===== src/design/rbff_pkg.sv =====
// shared constants, types and codes of the ring buffer fir filter
// no dependencies; compiled first
package rbff_pkg;

    localparam int RING_DEPTH = 64;
    localparam int MAX_TAPS   = 64;
    localparam int EFF_TAPS   = (MAX_TAPS < RING_DEPTH) ? MAX_TAPS : RING_DEPTH;

    localparam int RING_AW = (RING_DEPTH > 1) ? $clog2(RING_DEPTH) : 1;
    localparam int TAP_AW  = (MAX_TAPS > 1) ? $clog2(MAX_TAPS) : 1;
    localparam int IDX_W   = (EFF_TAPS > 1) ? $clog2(EFF_TAPS) : 1;

    localparam int REQ_W    = 2;
    localparam int SAMPLE_W = 16;
    localparam int COEF_W   = 16;
    localparam int TAPIDX_W = 6;
    localparam int TAPCNT_W = 7;
    localparam int OUT_W    = 16;
    localparam int PROD_W   = SAMPLE_W + COEF_W;
    localparam int ACC_W    = PROD_W + IDX_W + 1;

    localparam int FRAC_BITS = 15;
    localparam int RND_BIAS  = 1 << (FRAC_BITS - 1);
    localparam int OUT_MAX   = (1 << (OUT_W - 1)) - 1;
    localparam int OUT_MIN   = -(1 << (OUT_W - 1));
    localparam int TAPCNT_RST = 1;

    typedef enum logic [REQ_W-1:0] {
        REQ_PUSH  = 2'd0,
        REQ_TAP   = 2'd1,
        REQ_CLEAR = 2'd2
    } t_req;

    // one multiply-accumulate beat, aligned with the memory read data
    typedef struct packed {
        logic vld;
        logic first;
        logic last;
        logic zero;
        logic smp_vld;
    } t_beat;

    typedef struct packed {
        logic                    done;
        logic signed [OUT_W-1:0] filtered;
        logic                    saturated;
    } t_mac_res;

endpackage


===== src/design/rbff_if.sv =====
// valid/ready channel interfaces of the ring buffer fir filter
// depends on rbff_pkg
interface rbff_in_if;
    import rbff_pkg::*;

    logic                       valid;
    logic                       ready;
    logic [REQ_W-1:0]           req_type;
    logic signed [SAMPLE_W-1:0] sample;
    logic [TAPIDX_W-1:0]        tap_index;
    logic signed [COEF_W-1:0]   tap_value;

    modport source (output valid, req_type, sample, tap_index, tap_value, input ready);
    modport sink   (input valid, req_type, sample, tap_index, tap_value, output ready);
endinterface

interface rbff_out_if;
    import rbff_pkg::*;

    logic                    valid;
    logic                    ready;
    logic signed [OUT_W-1:0] filtered;
    logic                    saturated;

    modport source (output valid, filtered, saturated, input ready);
    modport sink   (input valid, filtered, saturated, output ready);
endinterface


===== src/design/rbff_ram.sv =====
// generic single-write, single-read synchronous ram, read data is registered
// no dependencies
module rbff_ram #(
    parameter int  DEPTH = 64,
    parameter int  WIDTH = 16,
    localparam int AW    = (DEPTH > 1) ? $clog2(DEPTH) : 1
) (
    input  logic             i_clk,
    input  logic             i_we,
    input  logic [AW-1:0]    i_waddr,
    input  logic [WIDTH-1:0] i_wdata,
    input  logic             i_re,
    input  logic [AW-1:0]    i_raddr,
    output logic [WIDTH-1:0] o_rdata
);
    logic [WIDTH-1:0] r_mem [DEPTH];
    logic [WIDTH-1:0] r_rdata;

    always_ff @(posedge i_clk) begin
        if (i_we) begin
            r_mem[i_waddr] <= i_wdata;
        end
    end

    always_ff @(posedge i_clk) begin
        if (i_re) begin
            r_rdata <= r_mem[i_raddr];
        end
    end

    assign o_rdata = r_rdata;
endmodule


===== src/design/rbff_mac.sv =====
// multiply-accumulate datapath with rounding and saturation
// depends on rbff_pkg
module rbff_mac (
    input  logic                                i_clk,
    input  logic                                i_rst_n,
    input  rbff_pkg::t_beat                     i_beat,
    input  logic signed [rbff_pkg::SAMPLE_W-1:0] i_smp,
    input  logic signed [rbff_pkg::COEF_W-1:0]   i_coef,
    output rbff_pkg::t_mac_res                  o_res
);
    import rbff_pkg::*;

    logic signed [SAMPLE_W-1:0] smp_op;
    logic signed [COEF_W-1:0]   coef_op;
    logic signed [PROD_W-1:0]   r_prod;
    logic                       r_p_v;
    logic                       r_p_first;
    logic                       r_p_last;
    logic signed [ACC_W-1:0]    r_acc;
    logic signed [ACC_W-1:0]    n_acc;
    logic                       r_done;
    logic signed [ACC_W:0]      biased;
    logic signed [ACC_W:0]      shifted;

    // unwritten ring entries read as zero, as does the zero-tap beat
    assign smp_op = (i_beat.smp_vld && !i_beat.zero) ? i_smp : '0;
    // the zero-tap beat reads no coefficient, tap 0 may never have been loaded
    assign coef_op = i_beat.zero ? '0 : i_coef;

    always_ff @(posedge i_clk) begin
        if (!i_rst_n) begin
            r_p_v     <= 1'b0;
            r_p_first <= 1'b0;
            r_p_last  <= 1'b0;
            r_done    <= 1'b0;
        end else begin
            r_p_v     <= i_beat.vld;
            r_p_first <= i_beat.first;
            r_p_last  <= i_beat.last;
            r_done    <= r_p_v && r_p_last;
        end
    end

    always_ff @(posedge i_clk) begin
        r_prod <= smp_op * coef_op;
        if (r_p_v) begin
            r_acc <= n_acc;
        end
    end

    assign n_acc = (r_p_first ? ACC_W'(0) : r_acc) + ACC_W'(r_prod);

    // round half up, floor shift, clip to the output range
    assign biased  = (ACC_W + 1)'(r_acc) + (ACC_W + 1)'(RND_BIAS);
    assign shifted = biased >>> FRAC_BITS;

    always_comb begin
        o_res.done = r_done;
        if (shifted > (ACC_W + 1)'(OUT_MAX)) begin
            o_res.filtered  = OUT_W'(OUT_MAX);
            o_res.saturated = 1'b1;
        end else if (shifted < (ACC_W + 1)'(OUT_MIN)) begin
            o_res.filtered  = OUT_W'(OUT_MIN);
            o_res.saturated = 1'b1;
        end else begin
            o_res.filtered  = shifted[OUT_W-1:0];
            o_res.saturated = 1'b0;
        end
    end
endmodule


===== src/design/rbff_ctrl.sv =====
// request decode, ring pointer, tap sequencer and output register
// depends on rbff_pkg and the channel interfaces
module rbff_ctrl (
    input  logic                                  i_clk,
    input  logic                                  i_rst_n,
    rbff_in_if.sink                               i_req,
    rbff_out_if.source                            o_res,
    input  logic                                  i_cfg_we,
    input  logic [rbff_pkg::TAPCNT_W-1:0]         i_cfg_wdata,
    output logic                                  o_ring_we,
    output logic [rbff_pkg::RING_AW-1:0]          o_ring_waddr,
    output logic [rbff_pkg::SAMPLE_W-1:0]         o_ring_wdata,
    output logic                                  o_ring_re,
    output logic [rbff_pkg::RING_AW-1:0]          o_ring_raddr,
    output logic                                  o_tap_we,
    output logic [rbff_pkg::TAP_AW-1:0]           o_tap_waddr,
    output logic [rbff_pkg::COEF_W-1:0]           o_tap_wdata,
    output logic                                  o_tap_re,
    output logic [rbff_pkg::TAP_AW-1:0]           o_tap_raddr,
    output rbff_pkg::t_beat                       o_beat,
    input  rbff_pkg::t_mac_res                    i_mac
);
    import rbff_pkg::*;

    typedef enum logic [3:0] {
        ST_IDLE  = 4'b0001,
        ST_RUN   = 4'b0010,
        ST_DRAIN = 4'b0100,
        ST_HOLD  = 4'b1000
    } t_state;

    t_state                  r_state, n_state;
    logic [RING_AW-1:0]      r_wp;
    logic [RING_AW-1:0]      r_base;
    logic [IDX_W-1:0]        r_idx;
    logic [IDX_W-1:0]        r_last;
    logic                    r_zero;
    logic [TAPCNT_W-1:0]     r_tap_count;
    logic [RING_DEPTH-1:0]   r_ring_vld;
    t_beat                   r_beat, n_beat;
    logic                    r_out_valid;
    logic signed [OUT_W-1:0] r_out_filtered;
    logic                    r_out_sat;

    logic                    accept;
    logic                    push, tapw, clr;
    logic [TAPCNT_W-1:0]     taps_c;
    logic [RING_AW-1:0]      wp_inc;
    logic [RING_AW:0]        diff;
    logic [RING_AW-1:0]      ring_raddr;
    logic                    out_free;
    logic                    load;

    assign i_req.ready = (r_state == ST_IDLE);
    assign accept      = i_req.valid && i_req.ready;

    always_comb begin
        push = 1'b0;
        tapw = 1'b0;
        clr  = 1'b0;
        if (accept) begin
            unique case (i_req.req_type)
                REQ_PUSH:  push = 1'b1;
                REQ_TAP:   tapw = (int'(i_req.tap_index) < MAX_TAPS);
                REQ_CLEAR: clr  = 1'b1;
                default:   ;
            endcase
        end
    end

    assign taps_c = (int'(r_tap_count) > EFF_TAPS) ? TAPCNT_W'(EFF_TAPS) : r_tap_count;
    assign wp_inc = (int'(r_wp) == RING_DEPTH - 1) ? '0 : r_wp + 1'b1;

    // ring position of the sample r_idx places back from the newest
    assign diff = {1'b0, r_base} - (RING_AW + 1)'(r_idx);
    always_comb begin
        if (r_base >= RING_AW'(r_idx)) begin
            ring_raddr = diff[RING_AW-1:0];
        end else begin
            ring_raddr = RING_AW'(diff + (RING_AW + 1)'(RING_DEPTH));
        end
    end

    assign o_ring_we    = push;
    assign o_ring_waddr = r_wp;
    assign o_ring_wdata = i_req.sample;
    assign o_ring_re    = (r_state == ST_RUN);
    assign o_ring_raddr = ring_raddr;
    assign o_tap_we     = tapw;
    assign o_tap_waddr  = TAP_AW'(i_req.tap_index);
    assign o_tap_wdata  = i_req.tap_value;
    assign o_tap_re     = (r_state == ST_RUN);
    assign o_tap_raddr  = TAP_AW'(r_idx);
    assign o_beat       = r_beat;

    assign out_free = !r_out_valid || o_res.ready;
    assign load     = out_free && ((r_state == ST_DRAIN && i_mac.done) || r_state == ST_HOLD);

    always_comb begin
        n_state = r_state;
        n_beat  = '0;
        unique case (r_state)
            ST_IDLE: begin
                if (push) begin
                    n_state = ST_RUN;
                end
            end
            ST_RUN: begin
                n_beat.vld     = 1'b1;
                n_beat.first   = (r_idx == '0);
                n_beat.last    = (r_idx == r_last);
                n_beat.zero    = r_zero;
                n_beat.smp_vld = r_ring_vld[ring_raddr];
                if (r_idx == r_last) begin
                    n_state = ST_DRAIN;
                end
            end
            ST_DRAIN: begin
                if (i_mac.done) begin
                    n_state = out_free ? ST_IDLE : ST_HOLD;
                end
            end
            ST_HOLD: begin
                if (out_free) begin
                    n_state = ST_IDLE;
                end
            end
            default: n_state = ST_IDLE;
        endcase
    end

    always_ff @(posedge i_clk) begin
        if (!i_rst_n) begin
            r_state     <= ST_IDLE;
            r_wp        <= '0;
            r_ring_vld  <= '0;
            r_tap_count <= TAPCNT_W'(TAPCNT_RST);
            r_beat      <= '0;
            r_out_valid <= 1'b0;
        end else begin
            r_state <= n_state;
            r_beat  <= n_beat;
            if (i_cfg_we) begin
                r_tap_count <= i_cfg_wdata;
            end
            if (clr) begin
                r_wp       <= '0;
                r_ring_vld <= '0;
            end else if (push) begin
                r_wp             <= wp_inc;
                r_ring_vld[r_wp] <= 1'b1;
            end
            if (load) begin
                r_out_valid <= 1'b1;
            end else if (o_res.ready) begin
                r_out_valid <= 1'b0;
            end
        end
    end

    always_ff @(posedge i_clk) begin
        if (push) begin
            r_base <= r_wp;
            r_idx  <= '0;
            r_zero <= (taps_c == '0);
            r_last <= (taps_c == '0) ? '0 : IDX_W'(taps_c - 1'b1);
        end else if (r_state == ST_RUN) begin
            r_idx <= r_idx + 1'b1;
        end
        if (load) begin
            r_out_filtered <= i_mac.filtered;
            r_out_sat      <= i_mac.saturated;
        end
    end

    assign o_res.valid     = r_out_valid;
    assign o_res.filtered  = r_out_filtered;
    assign o_res.saturated = r_out_sat;

    a_done_in_drain: assert property (@(posedge i_clk) disable iff (!i_rst_n)
        i_mac.done |-> r_state == ST_DRAIN)
        else $error("accumulator finished outside drain");

    a_last_beat: assert property (@(posedge i_clk) disable iff (!i_rst_n)
        (r_state == ST_RUN && r_idx == r_last) |=> (r_state == ST_DRAIN && r_beat.last))
        else $error("last tap beat not flagged");

    a_clear: assert property (@(posedge i_clk) disable iff (!i_rst_n)
        clr |=> (r_wp == '0 && r_ring_vld == '0))
        else $error("clear left ring state behind");

    a_push: assert property (@(posedge i_clk) disable iff (!i_rst_n)
        push |=> (r_ring_vld[r_base] && r_state == ST_RUN && r_idx == '0))
        else $error("push did not mark its ring entry");
endmodule


===== src/design/ring_buffer_fir_filter_unit.sv =====
// Ring buffer FIR filter, top level.
// Depends on rbff_pkg, the channel interfaces, rbff_ram, rbff_mac and rbff_ctrl.
//
// Requests arrive on i_req (valid/ready). A push transaction writes the sample
// into the ring and returns one result on o_res: the sum of tap i times the
// sample i places back, rounded, shifted right by 15 and clipped to 16 bits,
// with a saturation flag. A tap write loads one coefficient; a clear zeroes
// the ring and the write pointer. Neither returns a result. tap_count is set
// through i_cfg_we / i_cfg_wdata; the user must do so only while no request
// is in flight, as the block itself does not enforce it. A push runs one tap
// beat per tap in use (at most 64, one zero beat when tap_count is zero), then
// drains the accumulator into the output register. Taps are processed one per
// cycle through the sample and tap rams; requests are taken only in idle.
// Reset (synchronous, active low) sets tap_count to 1, the write pointer to 0
// and marks every ring entry as zero through per-entry valid bits, so there
// is no clearing pass. Taps must be written before use.
// If o_res is stalled the finished result waits in the output register; new
// requests are taken meanwhile, and a further push finishing before the
// pending one is taken holds in the block until the register frees.
module ring_buffer_fir_filter_unit (
    input  logic                          i_clk,
    input  logic                          i_rst_n,
    rbff_in_if.sink                       i_req,
    rbff_out_if.source                    o_res,
    input  logic                          i_cfg_we,
    input  logic [rbff_pkg::TAPCNT_W-1:0] i_cfg_wdata
);
    import rbff_pkg::*;

    logic                ring_we;
    logic [RING_AW-1:0]  ring_waddr;
    logic [SAMPLE_W-1:0] ring_wdata;
    logic                ring_re;
    logic [RING_AW-1:0]  ring_raddr;
    logic [SAMPLE_W-1:0] ring_rdata;
    logic                tap_we;
    logic [TAP_AW-1:0]   tap_waddr;
    logic [COEF_W-1:0]   tap_wdata;
    logic                tap_re;
    logic [TAP_AW-1:0]   tap_raddr;
    logic [COEF_W-1:0]   tap_rdata;
    t_beat               beat;
    t_mac_res            mac_res;

    rbff_ram #(
        .DEPTH (RING_DEPTH),
        .WIDTH (SAMPLE_W)
    ) u_ring_ram (
        .i_clk   (i_clk),
        .i_we    (ring_we),
        .i_waddr (ring_waddr),
        .i_wdata (ring_wdata),
        .i_re    (ring_re),
        .i_raddr (ring_raddr),
        .o_rdata (ring_rdata)
    );

    rbff_ram #(
        .DEPTH (MAX_TAPS),
        .WIDTH (COEF_W)
    ) u_tap_ram (
        .i_clk   (i_clk),
        .i_we    (tap_we),
        .i_waddr (tap_waddr),
        .i_wdata (tap_wdata),
        .i_re    (tap_re),
        .i_raddr (tap_raddr),
        .o_rdata (tap_rdata)
    );

    rbff_ctrl u_ctrl (
        .i_clk        (i_clk),
        .i_rst_n      (i_rst_n),
        .i_req        (i_req),
        .o_res        (o_res),
        .i_cfg_we     (i_cfg_we),
        .i_cfg_wdata  (i_cfg_wdata),
        .o_ring_we    (ring_we),
        .o_ring_waddr (ring_waddr),
        .o_ring_wdata (ring_wdata),
        .o_ring_re    (ring_re),
        .o_ring_raddr (ring_raddr),
        .o_tap_we     (tap_we),
        .o_tap_waddr  (tap_waddr),
        .o_tap_wdata  (tap_wdata),
        .o_tap_re     (tap_re),
        .o_tap_raddr  (tap_raddr),
        .o_beat       (beat),
        .i_mac        (mac_res)
    );

    rbff_mac u_mac (
        .i_clk   (i_clk),
        .i_rst_n (i_rst_n),
        .i_beat  (beat),
        .i_smp   (signed'(ring_rdata)),
        .i_coef  (signed'(tap_rdata)),
        .o_res   (mac_res)
    );
endmodule


===== src/flat_wrapper.sv =====
// flat-port wrapper written by rule: the top's interface ports become plain ports
module ring_buffer_fir_filter_unit_flat import rbff_pkg::*;
  (i_clk, i_rst_n, i_cfg_we, i_cfg_wdata, i_req_valid, i_req_req_type, i_req_sample, i_req_tap_index, i_req_tap_value, i_req_ready, o_res_valid, o_res_filtered, o_res_saturated, o_res_ready);
  rbff_in_if i_req_i ();
  rbff_out_if o_res_i ();
  input  logic i_clk;
  input  logic i_rst_n;
  input  logic i_cfg_we;
  input  logic [rbff_pkg::TAPCNT_W-1:0] i_cfg_wdata;
  input wire logic [$bits(i_req_i.valid)-1:0] i_req_valid;
  input wire logic [$bits(i_req_i.req_type)-1:0] i_req_req_type;
  input wire logic [$bits(i_req_i.sample)-1:0] i_req_sample;
  input wire logic [$bits(i_req_i.tap_index)-1:0] i_req_tap_index;
  input wire logic [$bits(i_req_i.tap_value)-1:0] i_req_tap_value;
  output wire logic [$bits(i_req_i.ready)-1:0] i_req_ready;
  output wire logic [$bits(o_res_i.valid)-1:0] o_res_valid;
  output wire logic [$bits(o_res_i.filtered)-1:0] o_res_filtered;
  output wire logic [$bits(o_res_i.saturated)-1:0] o_res_saturated;
  input wire logic [$bits(o_res_i.ready)-1:0] o_res_ready;
  assign i_req_i.valid = i_req_valid;
  assign i_req_i.req_type = i_req_req_type;
  assign i_req_i.sample = i_req_sample;
  assign i_req_i.tap_index = i_req_tap_index;
  assign i_req_i.tap_value = i_req_tap_value;
  assign i_req_ready = i_req_i.ready;
  assign o_res_valid = o_res_i.valid;
  assign o_res_filtered = o_res_i.filtered;
  assign o_res_saturated = o_res_i.saturated;
  assign o_res_i.ready = o_res_ready;
  ring_buffer_fir_filter_unit u_core (.i_clk(i_clk), .i_rst_n(i_rst_n), .i_req(i_req_i), .o_res(o_res_i), .i_cfg_we(i_cfg_we), .i_cfg_wdata(i_cfg_wdata));
endmodule

===== config.mk =====
export PLATFORM = sky130hd
export DESIGN_NAME = ring_buffer_fir_filter_unit_flat
export DESIGN_NICKNAME = d
export VERILOG_FILES = /design/src/design/rbff_pkg.sv /design/src/design/rbff_if.sv /design/src/design/rbff_ram.sv /design/src/design/rbff_mac.sv /design/src/design/rbff_ctrl.sv /design/src/design/ring_buffer_fir_filter_unit.sv /design/src/flat_wrapper.sv
export SDC_FILE = /design/constraint.sdc
export NUM_CORES = 2
export LEC_CHECK = 0
export BUFFER_PORTS_ARGS = -buffer_cell sky130_fd_sc_hd__buf_2
export CORE_MARGIN = 3
export CORE_UTILIZATION = 55
export DETAILED_ROUTE_END_ITERATION = 12
export HOLD_SLACK_MARGIN = 0.1
export PLACE_DENSITY_LB_ADDON = 0.2
export SLEW_MARGIN = 20
export SYNTH_ARGS = -nofsm -noshare
export SYNTH_HDL_FRONTEND = slang
export SYNTH_SLANG_ARGS = --single-unit

===== constraint.sdc =====
create_clock -name i_clk -period 16.3 [get_ports i_clk]
set_clock_uncertainty 0.1 [all_clocks]
set_input_delay 0.815 -clock i_clk [delete_from_list [all_inputs] [get_ports i_clk]]
set_output_delay 0.815 -clock i_clk [all_outputs]
set_load 0.1 [all_outputs]

== After elaboration in Yosys (flattened, before gate mapping) ==
Memories as Yosys holds them, arrays and structs flattened. A register that Yosys moved wholly into a read port is not among the register bits.
Cells that the tools add are included.
Widths: inputs -> output; s select.
Storage, ports and cells
  memories kept: 2
  flip-flop bits (word level): 198
  memory bits (writable): 2048
  input bits: 52
  logic and storage cells: 100
Cells by class
  reduce and logical (&&, ||, !) cells: 17
  $mul: 1
  multiplexer cells: 30
  magnitude comparators: 7
  bitwise logic cells: 2
  eq/ne operators: 12
  $add $sub $neg: 7
Memory list
  u_core.u_ring_ram.r_mem: words 64, width 16, rd ports 1, clocked after Yosys merged registers in 1, write ports 1, RTL line rbff_ram.sv:16  | logic [WIDTH-1:0] r_mem [DEPTH];
  u_core.u_tap_ram.r_mem: words 64, width 16, rd ports 1, clocked after Yosys merged registers in 1, write ports 1, RTL line rbff_ram.sv:16
Operators with widths (number)
  $or 64x64->64: 1
  $add 39x16->40 const B: 1
  $add 39x32->39: 1
  $mux 39: 1
  $mul 16x16->32: 1
  $mux 16: 2
  $gt 25x16->1 const B: 1
  $lt 25x16->1 const B: 1
  $mux 4: 5
  $add 6x1->6 const B: 3
  $mux 17: 1
  $pmux 4 s4: 1
  $lt 6x7->1 const B: 2
  $mux 1: 14
  $mux 6: 2
  $gt 7x7->1 const B: 1
  $logic_not 7->1: 1
  $mux 7: 1
  $bmux 1 s6: 1
  $demux 1 s6: 1
  $eq 6x1->1 const B: 1
  $eq 6x6->1: 1
  $ge 6x1->1 const B: 1
  $ge 6x6->1: 1
  21 further kinds: 30

== Depth between registers and ports, before layout ==
  depth in word-level cells: 6
  depth in mapped cells: 25
  gate-level depth less buffers: 23

== Cells and area by module ==
Synthesis repeated with hierarchy kept, for this count alone.
Second synthesis, totals
  cells, all modules: 5873
  area, all modules: 100850.5 sq um
By module, submodules not included
  rbff_ram: area each 40202.3 sq um, times used 2, sequential area each 31230.0 sq um, cells an instance 1829
  rbff_mac: area each 14938.1 sq um, times used 1, sequential area each 1891.8 sq um, cells an instance 1661
  rbff_ctrl: area each 5507.8 sq um, times used 1, sequential area each 2762.6 sq um, cells an instance 554

== Worst setup path after synthesis ==
No wires, ideal clock.
  path kind: register -> register
  start: register u_core.u_ctrl.r_beat, in the netlist u_core.u_ctrl.o_beat[0]
  end: register u_core.u_mac.r_prod[28]
  cell stages (with the launch flop): 23
  buffers on the path: 2
  data required time: 16128 ps
  slack: 9769 ps
  clock period less this slack: 6531 ps
  data arrival time: 6359 ps
  cell sequence: dfxtp_1 -> nor2b_1 -> clkbuf_1 -> and2_1 -> clkbuf_1 -> nand2_1 -> inv_1 -> fa_1 -> fa_1 -> inv_1 -> fa_1 -> fa_1 -> fa_1 -> fa_1 -> inv_1 -> ha_1 -> a21o_1 -> a21o_1 -> a21oi_1 -> nor2b_1 -> a311o_1 -> a21oi_1 -> xnor2_1
On the way
  word-level cells in the longest chain between the ends: 3
Ends and longest elaborated chain
  from (decl): RTL line rbff_ctrl.sv:40  | t_beat r_beat, n_beat;
  from (signal assigned): RTL line rbff_ctrl.sv:142  | r_beat <= n_beat;
  $logic_and 1x1->1: RTL line rbff_mac.sv:26  | assign smp_op = (i_beat.smp_vld && !i_beat.zero) ? i_smp : '0;
  $mux 16: RTL line rbff_mac.sv:26
  $mul 16x16->32: RTL line rbff_mac.sv:45  | r_prod <= smp_op * coef_op;
  to (signal assigned): RTL line rbff_mac.sv:45
  to (decl): RTL line rbff_mac.sv:15  | logic signed [PROD_W-1:0] r_prod;
No other way between the ends.
A chain may end at the register's enable or synchronous reset.

== Worst setup path after layout ==
Ends and elaborated chain as after synthesis.

==> results.yml <==
drt:
  first_iter_violations: 4803
  vias: 48579
  antenna_left: 0
  drc_errors: 0
  wirelength_um: 218000
  first_pass_iters: 7
  routed_via_density: 6.16
  routedWlPerCell_um: 27.7
timing:
  period_needed_ps: 7840
  fin_crit_sh_pct: 48.1
  tightestPinTransition_ps: 1210
  hold_viol_final: 0
  slew_headroom_pct: 19.1
  setup_viol: 0
  finalSetupTns_ps: 0
  fmax_ghz: 0.128
  rsz0062_at_grt: "false"
  slew_viol_final: 0
clock_tree:
  hold_buffers: 7
  cts_setup_buffers: 0
  h-tree-depth: 4
  clkTransAtPathRegs_ps: 60
  cts_buffer_depth: 3
  worstSkewPairLatency_ps: 880
  clock-sinks: 2278
  cts_made_buffers: 220
  cts_tree: "built"
  cts-root-buf: "clkbuf_16"
  cts_resized: 0
layout:
  layout_commonest_cell: "edfxtp_1"
  nets: 5803
  drive_above_1_share_pct: 23.5
  layout_common_cells: "edfxtp_1 (2,149), mux4_2 (676), inv_1 (328)"
  fillerInstances: 12383
  fin_cells: 7882
  syn_to_final_growth_pct: 11.0
worst_setup_path:
  start_kind: "flop"
  slowest_stage: "buf_4"
  worstPathMaxFanout: 121
  path_cells: "nor2b_4 > buf_4 > and2_1 > nand2_1 > fa_1 > fa_1 > fa_1 > inv_1 > fa_1 > fa_1 > inv_1 > fa_1 > inv_1 > ha_1 > a21oi_1 > nor2b_1 > o221ai_1 > a211oi_1 > a31oi_1 > a311o_1 > a21oi_1 > xnor2_1"
  r2r-start: "u_core.u_ctrl.o_beat[0]$_SDFF_PN0_"
  cp_common_cell: "fa_1"
  required_ps: 16960
  criticalPathCategory: "flop to flop"
  worstPathArrival_ps: 8510
  reg2reg_to: "u_core.u_mac.r_prod[28]$_DFF_P_"
  cp-end-kind: "flop"
  r2r_setup_slack_ps: 8460
  crit_family: "adder cells"
  crit_buf_inv: 4
  cpPeakStageDelay_ps: 770
  rr_worst_depth: 22
placement:
  dp.cells: 7467
  gp_congestion: 0.868
  dp_hpwl_um: 132000
  io_buffers: 70
die:
  boundaryPins: 71
  die_w_um: 430
  die_h_um: 430
  coreArea_um2: 177000
  rows: 154
  die_area_um2: 185000
  start_util_pct: 55.7
grt:
  antenna_found_initial: 10
  grt_pass1_vias: 50496
  grt_start_max_net_pins: 146
  grt_overflow: 0
  grt_use_total_pct: 24.2
  grt_pass1_wl_um: 329000
synthesis:
  synth_fa_ha_area_share_pct: 7.01
  synth_simple_gate_area_share_pct: 3.73
  synth_top_family_by_area: "multiplexers"
  synth_top_cell_by_area: "edfxtp_1"
  synth_mux_area_share_pct: 15.7
  syn_area_um2: 98800
  synth_compound_gate_area_share_pct: 2.33
  ys_types: 76
  synth.net_count: 5601
  synth_enable_flop_cells: 2149
  synthTopCellsByArea: "edfxtp_1 (65%), mux4_2 (15%), fa_1 (5.3%), dfxtp_1 (2.6%), ha_1 (1.7%)"
  syn_inst: 5154
  synth_top_area_share_pct: 65.3
  ys_seq_area_share_pct: 67.9
  synth_xor_area_share_pct: 0.949
  ys_ff_latch: 2278
  synth_ff_type: "edfxtp_1"
  ys_warn_count: 0
  async_reset_ff_share_pct: 0
  postSynthAreaPerCell_um2: 19.2
pwr:
  p_leak_nw: 37.0
  powerDensity_nw_per_um2: 111
  peakVddDrop_uv: 111
run_status:
  outcome: "completed"
flow_run:
  drv_cap: 0
hold_path:
  worstHoldPathType: "input pin to flop"
  holdPathStages: 2
  min_to: "u_core.u_ctrl.r_tap_count[0]$_SDFFE_PN1P_"
  worstHoldStart: "i_rst_n"
-- per-stage QoR --
step                util, %  setup slack [ps]  hold WS (ps)  area (um2)  total power [W]
global placement       57.8              8740           318      102000          0.00734
CTS                    61.8              8550           182      110000           0.0123
finish                 61.9              8460           249      110000           0.0122
floorplan                 -              9770           306       98800          0.00707
detailed placement     57.8              8580           322      102000          0.00735
global route           61.9              8000           220      110000           0.0125
-- layer usage --
layer | GRT usage, % | vias up | part of all wire [%]
met5 | 0 | - | 0
met4 | 7.66 | 0 | 3.0
met3 | 3.77 | 360 | 6.6
met2 | 40.7 | 1763 | 51
met1 | 32.8 | 25770 | 39
li1 | - | 20686 | -
-- synthesized netlist by cell type (11+ instances only) --
| master | instances |
|---|---|
| a211oi_1 | 28 |
| a21o_1 | 29 |
| a21oi_1 | 90 |
| and2_1 | 25 |
| and3_1 | 134 |
| buf_1 | 21 |
| buf_2 | 56 |
| buf_4 | 18 |
| clkbuf_1 | 149 |
| dfxtp_1 | 129 |
| edfxtp_1 | 2149 |
| fa_1 | 264 |
| ha_1 | 131 |
| inv_1 | 328 |
| mux2i_1 | 26 |
| mux4_2 | 676 |
| nand2_1 | 181 |
| nand2b_1 | 16 |
| nand3_1 | 35 |
| nand4_1 | 11 |
| nor2_1 | 205 |
| nor2b_1 | 73 |
| nor3_1 | 20 |
| o21a_1 | 74 |
| o21ai_0 | 38 |
| o21ai_1 | 20 |
| o21bai_1 | 14 |
| xnor2_1 | 77 |
| xor2_1 | 30 |
-- report_power, final --
part | leakage (nW) | switching (W) | internal, W | total, W
Clock | 3.44 | 0.00215 | 0.00280 | 0.00495
Combinational | 13.2 | 0.000431 | 0.000362 | 0.000793
Sequential | 20.4 | 0.0000135 | 0.00641 | 0.00642
Total | 37.0 | 0.00260 | 0.00957 | 0.0122
-- final cells by class --
type	count	area, um2	area share (%)
clock inverter	123	1130	1.03
timing repair buffer	227	1660	1.51
clock buffer	280	5920	5.40
multi-input combinational	2298	29700	27.0
antenna	5	12.5	0.0114
tap	2340	2930	2.67
inverter	331	1240	1.14
sequential	2278	67100	61.2
-- sequential cells by signal, indices dropped and copies added, names as in the netlist, 7 cells and up --
name / count
u_core.u_ring_ram.o_rdata: 16
u_core.u_tap_ram.o_rdata: 16
u_core.u_ctrl.r_ring_vld: 64
u_core.u_mac.r_prod: 32
u_core.u_ring_ram.r_mem: 1024
u_core.u_tap_ram.r_mem: 1024
u_core.u_mac.r_acc: 39
u_core.u_ctrl.o_res.filtered: 16
u_core.u_ctrl.r_tap_count: 7
-- logic make-up after synthesis --
logic type               after synthesis
adder cells (fa/ha/maj)              395
AO/OA/AOI/OAI                        349
AND/OR/NAND/NOR                      742
multiplexers                         705
flip-flops                          2278
buffers and inverters                578
XOR/XNOR                             107
-- worst max path at each step --
| stage | slack [ps] | cells past startpoint | end | from |
|---|---|---|---|---|
| floorplan | 9770 | 22 | u_core.u_mac.r_prod[28]$_DFF_P_ | u_core.u_ctrl.o_beat[0]$_SDFF_PN0_ |
| global placement | 8740 | 22 | u_core.u_mac.r_prod[28]$_DFF_P_ | u_core.u_ctrl.o_beat[0]$_SDFF_PN0_ |
| detailed placement | 8580 | 22 | u_core.u_mac.r_prod[28]$_DFF_P_ | u_core.u_ctrl.o_beat[0]$_SDFF_PN0_ |
| CTS | 8550 | 22 | u_core.u_mac.r_prod[28]$_DFF_P_ | u_core.u_ctrl.o_beat[0]$_SDFF_PN0_ |
| global route | 8000 | 22 | u_core.u_mac.r_prod[28]$_DFF_P_ | u_core.u_ctrl.o_beat[0]$_SDFF_PN0_ |
| finish | 8460 | 22 | u_core.u_mac.r_prod[28]$_DFF_P_ | u_core.u_ctrl.o_beat[0]$_SDFF_PN0_ |
(Power assumes the default switching activity.)
